$ cat src/design/eipv4rx_pkg.sv
// Shared types, constants and ones'-complement helpers for the IPv4 receive classifier.
// No dependencies; imported by eipv4rx_parser and eth_ipv4_rx_classifier_unit.
package eipv4rx_pkg;

    // Default frame length limit, in bytes
    localparam int C_MAX_FRAME_BYTES = 2048;

    // Ethertypes and IP protocol numbers
    localparam logic [15:0] C_ETH_IPV4   = 16'h0800;
    localparam logic [15:0] C_ETH_ARP    = 16'h0806;
    localparam logic [7:0]  C_PROTO_ICMP = 8'h01;
    localparam logic [7:0]  C_PROTO_UDP  = 8'h11;
    localparam logic [7:0]  C_PROTO_TCP  = 8'h06;
    localparam logic [7:0]  C_ICMP_ECHO_REQ = 8'h08;
    localparam logic [15:0] C_ONES       = 16'hFFFF;

    // Number of leading transport bytes kept until end of frame
    localparam int C_HEAD_BYTES = 10;

    // Frame byte positions
    localparam int C_POS_ETYPE_HI     = 12;
    localparam int C_POS_ETYPE_LO     = 13;
    localparam int C_POS_IHL          = 14;
    localparam int C_POS_TLEN_HI      = 16;
    localparam int C_POS_TLEN_LO      = 17;
    localparam int C_POS_PROTO        = 23;
    localparam int C_POS_PSEUDO_FIRST = 26;
    localparam int C_POS_PSEUDO_LAST  = 33;
    localparam int C_POS_DIP_FIRST    = 30;
    localparam int C_POS_DIP_LAST     = 33;
    localparam int C_POS_IP_DONE      = 34;
    localparam int C_POS_TPA_FIRST    = 38;
    localparam int C_POS_TPA_LAST     = 41;
    localparam int C_POS_ARP_DONE     = 42;

    // Offsets inside the transport header
    localparam int C_TOFF_ICMP_TYPE  = 0;
    localparam int C_TOFF_UDP_LEN_HI = 4;
    localparam int C_TOFF_UDP_LEN_LO = 5;
    localparam int C_UDP_MIN_SEEN    = 6;

    // Classification flags of one frame
    typedef struct packed {
        logic ip_valid;
        logic ip_unicast;
        logic ping_request;
        logic arp_for_us;
        logic udp_valid;
        logic tcp_valid;
    } t_flags;

    // Ones'-complement add with end-around carry; zero stays zero only for zero inputs
    function automatic logic [15:0] oc_add(input logic [15:0] a, input logic [15:0] b);
        logic [16:0] s;
        s = {1'b0, a} + {1'b0, b};
        if (s[16]) begin
            oc_add = s[15:0] + 16'd1;
        end else begin
            oc_add = s[15:0];
        end
    endfunction

    // True when four folded sums combine to all ones (a nonzero multiple of 0xFFFF)
    function automatic logic sum_ok(input logic [15:0] a, input logic [15:0] b,
                                    input logic [15:0] c, input logic [15:0] d);
        logic [17:0] s;
        s = {2'b00, a} + {2'b00, b} + {2'b00, c} + {2'b00, d};
        sum_ok = (s == 18'd65535) || (s == 18'd131070) ||
                 (s == 18'd196605) || (s == 18'd262140);
    endfunction

endpackage

$ cat src/design/eth_ipv4_rx_classifier_unit.sv
// Top level of the IPv4 receive classifier: input register, parser, result register.
// Depends on eipv4rx_pkg and eipv4rx_parser.
//
// Takes one received frame byte per cycle unless a last byte is held back, destination
// MAC first, and on the byte marked as last delivers one result with six flags: IPv4
// header checksum good, destination IP equal to the local address, ICMP echo request,
// ARP target equal to the local address, and UDP and TCP checksums (pseudo-header
// included) good. The last byte passes through the input register and then the
// result register. While a result waits in the output register, ordinary bytes keep
// flowing and only the next last byte holds in the input register. Bytes past
// MAX_FRAME_BYTES are dropped but a last-byte mark on them still yields a result.
// Write local_ip only while no frame is in flight.
module eth_ipv4_rx_classifier_unit #(
    parameter int MAX_FRAME_BYTES = eipv4rx_pkg::C_MAX_FRAME_BYTES
) (
    input  logic        i_clk,
    input  logic        i_rst_n,
    // frame byte channel
    input  logic        i_valid,
    output logic        o_ready,
    input  logic [7:0]  i_frame_byte,
    input  logic        i_end_of_frame,
    // result channel
    output logic        o_valid,
    input  logic        i_ready,
    output logic        o_ip_valid,
    output logic        o_ip_unicast,
    output logic        o_ping_request,
    output logic        o_arp_for_us,
    output logic        o_udp_valid,
    output logic        o_tcp_valid,
    // configuration write channel
    input  logic        i_cfg_valid,
    output logic        o_cfg_ready,
    input  logic [31:0] i_cfg_data
);
    import eipv4rx_pkg::*;

    logic        r_in_valid;
    logic [7:0]  r_in_byte;
    logic        r_in_eof;
    logic        r_out_valid;
    t_flags      r_out_flags;
    logic [31:0] r_local_ip;
    logic        w_step;
    t_flags      w_flags;

    // Advance a byte unless it closes a frame while the result register is full and not being taken
    assign w_step  = r_in_valid && (!r_in_eof || !r_out_valid || i_ready);
    assign o_ready = !r_in_valid || w_step;

    // Input register
    always_ff @(posedge i_clk) begin
        if (!i_rst_n) begin
            r_in_valid <= 1'b0;
        end else if (o_ready) begin
            r_in_valid <= i_valid;
        end
    end

    always_ff @(posedge i_clk) begin
        if (o_ready && i_valid) begin
            r_in_byte <= i_frame_byte;
            r_in_eof  <= i_end_of_frame;
        end
    end

    // Local address register
    assign o_cfg_ready = 1'b1;

    always_ff @(posedge i_clk) begin
        if (!i_rst_n) begin
            r_local_ip <= 32'h0000_0000;
        end else if (i_cfg_valid) begin
            r_local_ip <= i_cfg_data;
        end
    end

    eipv4rx_parser #(
        .MAX_FRAME_BYTES (MAX_FRAME_BYTES)
    ) u_parser (
        .i_clk      (i_clk),
        .i_rst_n    (i_rst_n),
        .i_step     (w_step),
        .i_byte     (r_in_byte),
        .i_eof      (r_in_eof),
        .i_local_ip (r_local_ip),
        .o_flags    (w_flags)
    );

    // Result register: load on a closing byte, drop once the transaction completes
    always_ff @(posedge i_clk) begin
        if (!i_rst_n) begin
            r_out_valid <= 1'b0;
        end else if (w_step && r_in_eof) begin
            r_out_valid <= 1'b1;
        end else if (i_ready) begin
            r_out_valid <= 1'b0;
        end
    end

    always_ff @(posedge i_clk) begin
        if (w_step && r_in_eof) begin
            r_out_flags <= w_flags;
        end
    end

    assign o_valid        = r_out_valid;
    assign o_ip_valid     = r_out_flags.ip_valid;
    assign o_ip_unicast   = r_out_flags.ip_unicast;
    assign o_ping_request = r_out_flags.ping_request;
    assign o_arp_for_us   = r_out_flags.arp_for_us;
    assign o_udp_valid    = r_out_flags.udp_valid;
    assign o_tcp_valid    = r_out_flags.tcp_valid;

endmodule

$ cat src/design/eipv4rx_parser.sv
// Per-frame byte parser: position counter, captured header fields, running checksums.
// Produces the classification flags for the byte being taken. Depends on eipv4rx_pkg.
module eipv4rx_parser #(
    parameter int MAX_FRAME_BYTES = eipv4rx_pkg::C_MAX_FRAME_BYTES
) (
    input  logic                  i_clk,
    input  logic                  i_rst_n,
    input  logic                  i_step,
    input  logic [7:0]            i_byte,
    input  logic                  i_eof,
    input  logic [31:0]           i_local_ip,
    output eipv4rx_pkg::t_flags   o_flags
);
    import eipv4rx_pkg::*;

    localparam int POS_W = $clog2(MAX_FRAME_BYTES + 1);
    localparam logic [POS_W-1:0] POS_MAX = POS_W'(MAX_FRAME_BYTES);

    typedef struct packed {
        logic [15:0] ether_type;
        logic [3:0]  hlw;
        logic [15:0] total_len;
        logic [7:0]  proto;
        logic [7:0]  icmp_kind;
        logic [15:0] udp_len;
        logic        dest_match;
        logic        arp_match;
        logic [15:0] hdr_sum;
        logic [15:0] tp_sum;
        logic [15:0] tp_seen;
        logic [15:0] head_run;
    } t_state;

    localparam t_state C_CLEAR = '{
        ether_type: 16'h0000, hlw: 4'h0, total_len: 16'h0000, proto: 8'h00,
        icmp_kind: 8'h00, udp_len: 16'h0000, dest_match: 1'b1, arp_match: 1'b1,
        hdr_sum: 16'h0000, tp_sum: 16'h0000, tp_seen: 16'h0000, head_run: 16'h0000
    };

    logic [POS_W-1:0] r_pos, n_pos;
    t_state           r_st, n_st;
    logic [15:0]      r_head_pre [C_HEAD_BYTES];
    logic [15:0]      n_head_pre [C_HEAD_BYTES];

    logic             w_take;
    logic [15:0]      w_lane;
    logic [3:0]       w_hlw;
    logic [6:0]       w_tstart;
    logic             w_in_tp;
    logic [POS_W-1:0] w_toff;
    logic [15:0]      w_tcp_cur;
    logic [15:0]      w_cover;
    logic [1:0]       w_oct_sel;
    logic [7:0]       w_oct;
    logic [15:0]      w_head_sum;

    logic [15:0]      w_udp_lim, w_tcp_lim;
    logic [3:0]       w_udp_n, w_tcp_n;
    logic [15:0]      w_udp_head, w_tcp_head;
    logic             w_pos_ip, w_pos_arp;
    logic             w_udp_ok, w_tcp_ok;

    // Per-byte decode of the current frame position
    always_comb begin
        w_take     = (r_pos != POS_MAX);
        w_lane     = r_pos[0] ? {8'h00, i_byte} : {i_byte, 8'h00};
        w_hlw      = (r_pos == POS_W'(C_POS_IHL)) ? i_byte[3:0] : r_st.hlw;
        w_tstart   = 7'(C_POS_IHL) + {1'b0, w_hlw, 2'b00};
        w_in_tp    = (r_pos >= POS_W'(w_tstart));
        w_toff     = r_pos - POS_W'(w_tstart);
        w_tcp_cur  = r_st.total_len - {10'd0, r_st.hlw, 2'b00};
        w_head_sum = oc_add(r_st.head_run, w_lane);
        w_oct_sel  = r_pos[1:0] ^ 2'b10;
        case (w_oct_sel)
            2'd0:    w_oct = i_local_ip[31:24];
            2'd1:    w_oct = i_local_ip[23:16];
            2'd2:    w_oct = i_local_ip[15:8];
            default: w_oct = i_local_ip[7:0];
        endcase
        case (r_st.proto)
            C_PROTO_UDP: w_cover = r_st.udp_len;
            C_PROTO_TCP: w_cover = w_tcp_cur;
            default:     w_cover = 16'h0000;
        endcase
    end

    // Fold the byte into the captured fields and sums
    always_comb begin
        n_st       = r_st;
        n_pos      = r_pos;
        n_head_pre = r_head_pre;
        if (w_take) begin
            if (r_pos == POS_W'(C_POS_ETYPE_HI)) n_st.ether_type = {i_byte, 8'h00};
            if (r_pos == POS_W'(C_POS_ETYPE_LO)) n_st.ether_type = r_st.ether_type | {8'h00, i_byte};
            if (r_pos == POS_W'(C_POS_IHL))      n_st.hlw = i_byte[3:0];
            if (r_pos == POS_W'(C_POS_TLEN_HI))  n_st.total_len = {i_byte, 8'h00};
            if (r_pos == POS_W'(C_POS_TLEN_LO))  n_st.total_len = r_st.total_len | {8'h00, i_byte};
            if (r_pos == POS_W'(C_POS_PROTO))    n_st.proto = i_byte;

            // IP header sum
            if (r_pos >= POS_W'(C_POS_IHL) && r_pos < POS_W'(w_tstart)) begin
                n_st.hdr_sum = oc_add(r_st.hdr_sum, w_lane);
            end

            // Pseudo-header addresses
            if (r_pos >= POS_W'(C_POS_PSEUDO_FIRST) && r_pos <= POS_W'(C_POS_PSEUDO_LAST)) begin
                n_st.tp_sum = oc_add(r_st.tp_sum, w_lane);
            end

            // Address compares against the local address
            if (r_pos >= POS_W'(C_POS_DIP_FIRST) && r_pos <= POS_W'(C_POS_DIP_LAST) &&
                i_byte != w_oct) begin
                n_st.dest_match = 1'b0;
            end
            if (r_pos >= POS_W'(C_POS_TPA_FIRST) && r_pos <= POS_W'(C_POS_TPA_LAST) &&
                i_byte != w_oct) begin
                n_st.arp_match = 1'b0;
            end

            // Transport bytes
            if (w_in_tp) begin
                if (w_toff == POS_W'(C_TOFF_ICMP_TYPE))  n_st.icmp_kind = i_byte;
                if (w_toff == POS_W'(C_TOFF_UDP_LEN_HI)) n_st.udp_len = {i_byte, 8'h00};
                if (w_toff == POS_W'(C_TOFF_UDP_LEN_LO)) n_st.udp_len = r_st.udp_len | {8'h00, i_byte};
                if (w_toff < POS_W'(C_HEAD_BYTES)) begin
                    n_st.head_run = w_head_sum;
                    n_head_pre[w_toff[3:0]] = w_head_sum;
                end else if (16'(w_toff) < w_cover) begin
                    n_st.tp_sum = oc_add(n_st.tp_sum, w_lane);
                end
                if (r_st.tp_seen != C_ONES) begin
                    n_st.tp_seen = r_st.tp_seen + 16'd1;
                end
            end
            n_pos = r_pos + POS_W'(1);
        end
    end

    // Classification from the state after this byte
    always_comb begin
        w_udp_lim = n_st.udp_len;
        w_tcp_lim = n_st.total_len - {10'd0, n_st.hlw, 2'b00};
        w_udp_n   = (w_udp_lim >= 16'(C_HEAD_BYTES)) ? 4'(C_HEAD_BYTES) : w_udp_lim[3:0];
        w_tcp_n   = (w_tcp_lim >= 16'(C_HEAD_BYTES)) ? 4'(C_HEAD_BYTES) : w_tcp_lim[3:0];
        w_udp_head = (w_udp_n == 4'd0) ? 16'h0000 : n_head_pre[w_udp_n - 4'd1];
        w_tcp_head = (w_tcp_n == 4'd0) ? 16'h0000 : n_head_pre[w_tcp_n - 4'd1];
        w_pos_ip  = (n_pos >= POS_W'(C_POS_IP_DONE));
        w_pos_arp = (n_pos >= POS_W'(C_POS_ARP_DONE));

        w_udp_ok = w_pos_ip && (n_st.tp_seen >= w_udp_lim) &&
                   sum_ok(n_st.tp_sum, w_udp_head, {8'h00, n_st.proto}, w_udp_lim);
        w_tcp_ok = w_pos_ip && (n_st.tp_seen >= w_tcp_lim) &&
                   sum_ok(n_st.tp_sum, w_tcp_head, {8'h00, n_st.proto}, w_tcp_lim);

        o_flags.ip_valid     = (n_st.ether_type == C_ETH_IPV4) && (n_st.hdr_sum == C_ONES);
        o_flags.ip_unicast   = n_st.dest_match && w_pos_ip;
        o_flags.ping_request = (n_st.proto == C_PROTO_ICMP) && (n_st.icmp_kind == C_ICMP_ECHO_REQ);
        o_flags.arp_for_us   = (n_st.ether_type == C_ETH_ARP) && n_st.arp_match && w_pos_arp;
        o_flags.udp_valid    = (n_st.proto == C_PROTO_UDP) &&
                               (n_st.tp_seen >= 16'(C_UDP_MIN_SEEN)) && w_udp_ok;
        o_flags.tcp_valid    = (n_st.proto == C_PROTO_TCP) && w_tcp_ok;
    end

    // Advance the frame state; clear it after the last byte
    always_ff @(posedge i_clk) begin
        if (!i_rst_n) begin
            r_pos <= '0;
            r_st  <= C_CLEAR;
        end else if (i_step) begin
            if (i_eof) begin
                r_pos <= '0;
                r_st  <= C_CLEAR;
            end else begin
                r_pos <= n_pos;
                r_st  <= n_st;
            end
        end
    end

    // Hold the running sums over the leading transport bytes
    always_ff @(posedge i_clk) begin
        if (i_step) begin
            r_head_pre <= n_head_pre;
        end
    end

endmodule
$ cat config.mk
export PLATFORM = sky130hd
export DESIGN_NAME = eth_ipv4_rx_classifier_unit
export DESIGN_NICKNAME = d
export VERILOG_FILES = /design/src/design/eipv4rx_pkg.sv /design/src/design/eth_ipv4_rx_classifier_unit.sv /design/src/design/eipv4rx_parser.sv
export SDC_FILE = /design/constraint.sdc
export NUM_CORES = 2
export LEC_CHECK = 0
export ABC_CLOCK_PERIOD_IN_PS = 16500
export BUFFER_PORTS_ARGS = -buffer_cell sky130_fd_sc_hd__buf_4
export CAP_MARGIN = 20
export CORE_ASPECT_RATIO = 1.4
export CORE_MARGIN = 10
export CORE_UTILIZATION = 45
export DETAILED_ROUTE_END_ITERATION = 8
export GPL_TIMING_DRIVEN = 0
export PLACE_DENSITY = 0.67
export SETUP_SLACK_MARGIN = 0.05
export SLEW_MARGIN = 20
export SYNTH_ARGS = -nofsm -noshare
export SYNTH_HDL_FRONTEND = slang
export SYNTH_SLANG_ARGS = --single-unit
$ cat constraint.sdc
create_clock -name i_clk -period 16.5 [get_ports i_clk]
set_clock_uncertainty 0.05 [all_clocks]
set_input_delay 1.65 -clock i_clk [delete_from_list [all_inputs] [get_ports i_clk]]
set_output_delay 1.65 -clock i_clk [all_outputs]
set_load 0.1 [all_outputs]
# [Word-level counts from Yosys, hierarchy flattened]
# Index checks and enable logic that the tools add are counted.
[totals] ff_bits=355 wordCells=206
[op_classes] n_addsub=22 magnitude_cmp=21 eq_ne=30 n_mux=49 n_bitwise=7 n_reduce_logical=43
[ops] op="160-bit 2-to-1 mux" count=3
[ops] op="16-bit 2-to-1 mux" count=25
[ops] op="134-bit 2-to-1 mux" count=2
[ops] op="160-bit bitwise mux" count=1
[ops] op="16-bit binary-select mux with 4-bit select" count=2
[ops] op="16-bit by 16-bit adder with 17-bit output" count=6
[ops] op="16-bit by 1-bit adder with 16-bit output (second input constant)" count=5
[ops] op="18-bit equality test (second input constant)" count=4
[ops] op="16-bit demux with 4-bit select" count=1
[ops] op="48-bit 2-to-1 mux" count=1
[ops] op="16-bit by 8-bit OR with 16-bit output" count=3
[ops] op="18-bit by 16-bit adder with 18-bit output" count=2
[ops] op="18-bit by 8-bit adder with 18-bit output" count=2
[ops] op="12-bit by 4-bit equality test with 1-bit output (second input constant)" count=3
[ops] op="12-bit by 5-bit equality test with 1-bit output (second input constant)" count=3
[ops] op="18-bit by 16-bit equality test with 1-bit output (second input constant)" count=2
[ops] op="18-bit by 17-bit equality test with 1-bit output (second input constant)" count=2
[ops] op="12-bit by 6-bit greater-or-equal comparator with 1-bit output (second input constant)" count=3
[ops] op="16-bit by 12-bit equality test with 1-bit output (second input constant)" count=2
[ops] op="16-bit greater-or-equal comparator" count=2
[ops] op="16-bit by 4-bit greater-or-equal comparator with 1-bit output (second input constant)" count=2
[ops] op="16-bit one-hot mux with 2 select lines" count=1
[ops] op="16-bit by 6-bit subtractor with 16-bit output" count=2
[ops] op="12-bit by 3-bit equality test with 1-bit output (second input constant)" count=2
[ops] op="other kinds (40)" count=91

# [Longest topological paths before layout]
[depth] ltp_word=31 depth_mapped=52 depth_no_buf=48

# [Modules after synthesis]
# Synthesis repeated with hierarchy kept, for this count alone.
[unflattened] cells_unflattened=3458 hier_area_um2=29184.2
[by_module_without_submodules] module="eipv4rx_parser" instances=1 cells_per_inst=3326 area_each_um2=27377.5 seq_area_each_um2=7727.4
[by_module_without_submodules] module="eth_ipv4_rx_classifier_unit" instances=1 cells_per_inst=132 area_each_um2=1806.7 seq_area_each_um2=1131.1

# [Worst setup path after synthesis]
# No wires, ideal clock.
[synth_path] path_type="register -> register" from="register u_parser.r_pos[1]" to="register r_out_flags (netlist bit o_tcp_valid) (data pin)" setup_time_ps=176 t_arrival_ps=11146 t_required_ps=16274 slack_ps=5128 path_stages_with_launch=52 synth_period_minus_slack_ps=11372 cell_sequence="dfxtp_1 > clkbuf_1 > inv_1 > ha_1 > clkbuf_1 > or4b_1 > nor3_2 > clkbuf_1 > buf_1 > or2_2 > ha_1 > inv_1 > fa_1 > nand3_1 > and2_1 > nand3b_1 > nor3_1 > xor2_1 > [16 not listed] > o21ai_0 > a21boi_0 > o21ai_0 > a21boi_0 > o21ai_0 > a21oi_1 > a31oi_1 > xnor2_1 > ha_1 > ha_1 > a21oi_1 > xnor2_1 > or4_1 > nor4_1 > nand3_1 > nor4_1 > nand4_1 > nor4_1"
[synth_rtl] element="from (decl)" line_no="eipv4rx_parser.sv:40" rtl="logic [POS_W-1:0] r_pos, n_pos;"
[synth_rtl] element="from (signal assigned)" line_no="eipv4rx_parser.sv:174" rtl="r_pos <= n_pos;"
[synth_rtl] element="to (signal assigned)" line_no="eth_ipv4_rx_classifier_unit.sv:104" rtl="r_out_flags <= w_flags;"
[synth_rtl] element="to (decl)" line_no="eth_ipv4_rx_classifier_unit.sv:43" rtl="t_flags r_out_flags;"

==> summary.md <==
| Metric | Value |
|---|---|
| Worst Slack Setup Final | approximately 1100 ps |
| Initial Util | a little under half |
| Synth Flop Type | dfxtp_1 |
| DR vias | approximately 29000 |
| Number of core rows | between 100 and 150 |
| Int Pwr | ~0.0015 W |
| Avg Inst Size Synth | 8.29 um^2 |
| Post-synthesis cell count | about 3600 |
| Routed wire length | around 120000 um |
| Async SR Flop Fraction | 0% |
| DR pass1 iterations | 9 |
| Nature of the critical path endpoint | register |
| Power per standard cell area | between 60 and 70 nW/um^2 |
| Crit path top cell by count | ha_1 |
| GRT Overall Usage | 30.4% |
| Final layout net count | 3989 |
| Critical path origin | u_parser.r_pos[1] |
| Period utilization | approximately 93% |
| Switching power | ~0.00056 W |
| Die Ht | 325 um |
| Antenna Violating Nets Remaining | 0 |
| Clock power frac | 46.5% |
| Hold Buf Count CTS | 0 |
| Largest net degree at the start of global routing | 47 |
| Logic pwr share | between 8 and 9% |
| Post-CTS sizing | 0 |
| Fin crit period | about 15000 ps |
| Total core area | between 60000 and 70000 um^2 |
| Clk sinks | 355 |
| Slowest cell delay on critical path | 820 ps |
| Total Negative Setup Slacks | 0 ps |
| Clock tree buffer depth | 3 |
| Type of origin of the critical path | register |
| Final hold violations | 0 |
| Port Buf Inserts | between 50 and 60 |
| Max-cap viol count | 0 |
| CP Data Arrival Time | 15800 ps |
| Share of cells above drive strength 1 | under 10% |
| Final Max Slew Viols | 0 |
| Switching share of power | 26.4% |
| VDD IR max | 0.0000966 V |
| Max Freq | between 60 and 70 MHz |
| Setup Crit Path Kind | reg2reg |
| CP Max Fanout | 10 |
| Drt wl/cell | around 26 um |
| Placed insts | approximately 4500 |
| Outcome | complete, no violations |
| Post-route DRC | 0 |
| Vias in the first global route | approximately 28000 |
| Post-synth EDFFs | around 180 |
| CTS tree | built |
| Die Width | between 200 and 250 um |
| Synthesized area | around 30000 um^2 |
| Yosys reg bits | about 360 |
| Inserted Clock Buffers | 40 |
| Vias per inst | roughly 6.4 |
| Dpl hpwl | around 94000 um |
| Final setup fails | 0 |
| Final instance area | roughly 33000 um^2 |
| Slew HR | around an eighth |
| CTS root buffer | clkbuf_16 |
| Slowest cell on crit path | nor4_1 |
| Sequential power share | around 45% |
| Post-Place Cell Area | between 30000 and 40000 um^2 |
| Global-route wire length before repair | between 150000 and 200000 um |
| GRT overflow | 0 |
| Synthesis-to-finish area growth | 10.3% |
| Finished Layout Cells | 4582 |
| Reg2reg start | u_parser.r_pos[1] |
| Min-Delay Path Class | reg2reg |
| Register area share after synthesis | between 20% and 30% |
| Hold path start | u_parser.r_st[85] |
| Worst slew pin tran | 1300 ps |
| RSZ-0062 raised after global routing | no |
| Worst EP required | ~17000 ps |
| Yosys warns | 0 |
| Distinct cells, synth | 95 |
| Overall power | approximately 0.0021 W |
| Setup Fix Bufs, Post-CTS | 0 |
| RD Place Congestion | 1.09 |
| Initial antenna violation count | 2 |
| H-tree depth | 2 |
| 1st-iter DRT viols | between 3000 and 4000 |
| DP Worst Slack | 1660 ps |
| Leak pwr | roughly 13 nW |
| Worst skew pair latency | ~630 ps |
| I/O pin count | 55 |
| Die area | approximately 77000 um^2 |
| Synth Net Count | roughly 4000 |
| Clk slew on worst S/H paths | approximately 60 ps |
[cell type report]
type	instances	area, um^2
fill	6398	32700
tap	847	1060
inverter	195	732
clock inverter	22	293
sequential	355	8860
clock buffer	51	1100
buffer	199	811
timing repair buffer	63	534
multi-input combinational	2848	19500
antenna	2	5.00
[stage by stage]
| stage | utilization [%] | hold slack [ps] |
|---|---|---|
| 2_1_floorplan | - | 377 |
| 3_3_place_gp | 47.7 | 392 |
| 3_5_place_dp | 48.0 | 395 |
| 4_1_cts | 50.1 | 406 |
| 5_1_grt | 50.2 | 431 |
| 6_report | 50.2 | 405 |
[flip-flops by register name, summed over array words and instances, names as in the netlist]
name / cells
o_arp_for_us: 1
o_ip_unicast: 1
o_ip_valid: 1
o_ping_request: 1
o_tcp_valid: 1
o_udp_valid: 1
o_valid: 1
r_in_byte: 8
r_in_eof: 1
r_in_valid: 1
r_local_ip: 32
u_parser.r_head_pre: 160
u_parser.r_pos: 12
u_parser.r_st: 134
[cells in the final DEF (no fill, tap or decap), drive strengths merged, types with 14 or more instances in the layout]
cell    synthesis  layout
nand2         386     386
nor2          352     352
o21ai         265     265
clkbuf        166     218
ha            214     214
inv           195     196
dfxtp         180     180
a21oi         179     179
edfxtp        175     175
mux2i         136     136
xnor2         120     120
a22oi         107     107
buf            33      95
nand3          91      91
nor3           89      89
xor2           75      75
a21o           53      53
nor4           47      47
nand4          41      41
a211oi         38      38
and2           38      38
nand2b         37      37
nor2b          36      36
or3            35      35
and3           32      32
o21a           31      31
a31oi          29      29
o211ai         28      28
fa             27      27
or2            23      23
mux2           22      22
mux4           20      20
o22ai          19      19
o21bai         16      16
o31ai          16      16
o221ai         15      15
clkinv          0      15
a211o          14      14
[power groups by stage]
stage | registers [W] | clock network (W) | logic [W]
floorplan | 0.000965 | 0 | 0.000104
finish | 0.000942 | 0.000980 | 0.000183
detailed placement | 0.000961 | 0 | 0.000176
CTS | 0.000942 | 0.000978 | 0.000177
global placement | 0.000967 | 0 | 0.000171
global route | 0.000943 | 0.00101 | 0.000192
[cells in the mapped netlist, drive strengths merged (23+ instances only)]
| master | count | area (um^2) |
|---|---|---|
| xnor2 | 120 | 1050 |
| nor2b | 36 | 225 |
| nor2 | 352 | 1320 |
| dfxtp | 180 | 3600 |
| and2 | 38 | 238 |
| clkbuf | 166 | 623 |
| a31oi | 29 | 181 |
| or2 | 23 | 144 |
| edfxtp | 175 | 5260 |
| fa | 27 | 541 |
| nor4 | 47 | 315 |
| a21o | 53 | 398 |
| nand2b | 37 | 231 |
| nor3 | 89 | 450 |
| a21oi | 179 | 896 |
| a22oi | 107 | 803 |
| o21ai | 265 | 1330 |
| o211ai | 28 | 210 |
| nand4 | 41 | 263 |
| o21a | 31 | 233 |
| ha | 214 | 2680 |
| a211oi | 38 | 285 |
| nand2 | 386 | 1450 |
| or3 | 35 | 224 |
| buf | 33 | 184 |
| nand3 | 91 | 455 |
| inv | 195 | 732 |
| mux2i | 136 | 1360 |
| xor2 | 75 | 657 |
| and3 | 32 | 200 |
[critical path: cells and delay by family, from the launching register on]
| kind | cells | cell delay (ps) |
|---|---|---|
| AO/OA/AOI/OAI | 13 | 2870 |
| XOR/XNOR | 3 | 600 |
| adder cells (fa/ha/maj) | 8 | 2300 |
| buffers and inverters | 11 | 3540 |
| flip-flops | 1 | 450 |
| AND/OR/NAND/NOR | 17 | 5440 |
[metal layers]
layer / global-route usage [%] / up-vias / part of all wire (%)
met5: 0 / - / 0.0058
met4: 26.8 / 2 / 10
met3: 5.91 / 533 / 8.6
met2: 50.0 / 1633 / 46
met1: 32.8 / 13800 / 35
li1: - / 13400 / -
[path summary, 6_finish.rpt]
check / end / slack [ps] / cells after the start
min: u_parser.r_st[85] / 410 / 2
max reg2reg: o_tcp_valid / 1090 / 52
max: o_tcp_valid / 1090 / 52
min reg2reg: u_parser.r_st[85] / 410 / 2
[logic make-up after synthesis]
logic type	Yosys count	synth area share, %
other	1	0.0126
adder cells (fa/ha/maj)	241	10.8
AO/OA/AOI/OAI	951	21.0
multiplexers	178	6.91
buffers and inverters	394	5.16
AND/OR/NAND/NOR	1282	20.7
XOR/XNOR	195	5.73
flip-flops	355	29.7
Power figures use the tool's default switching activity.
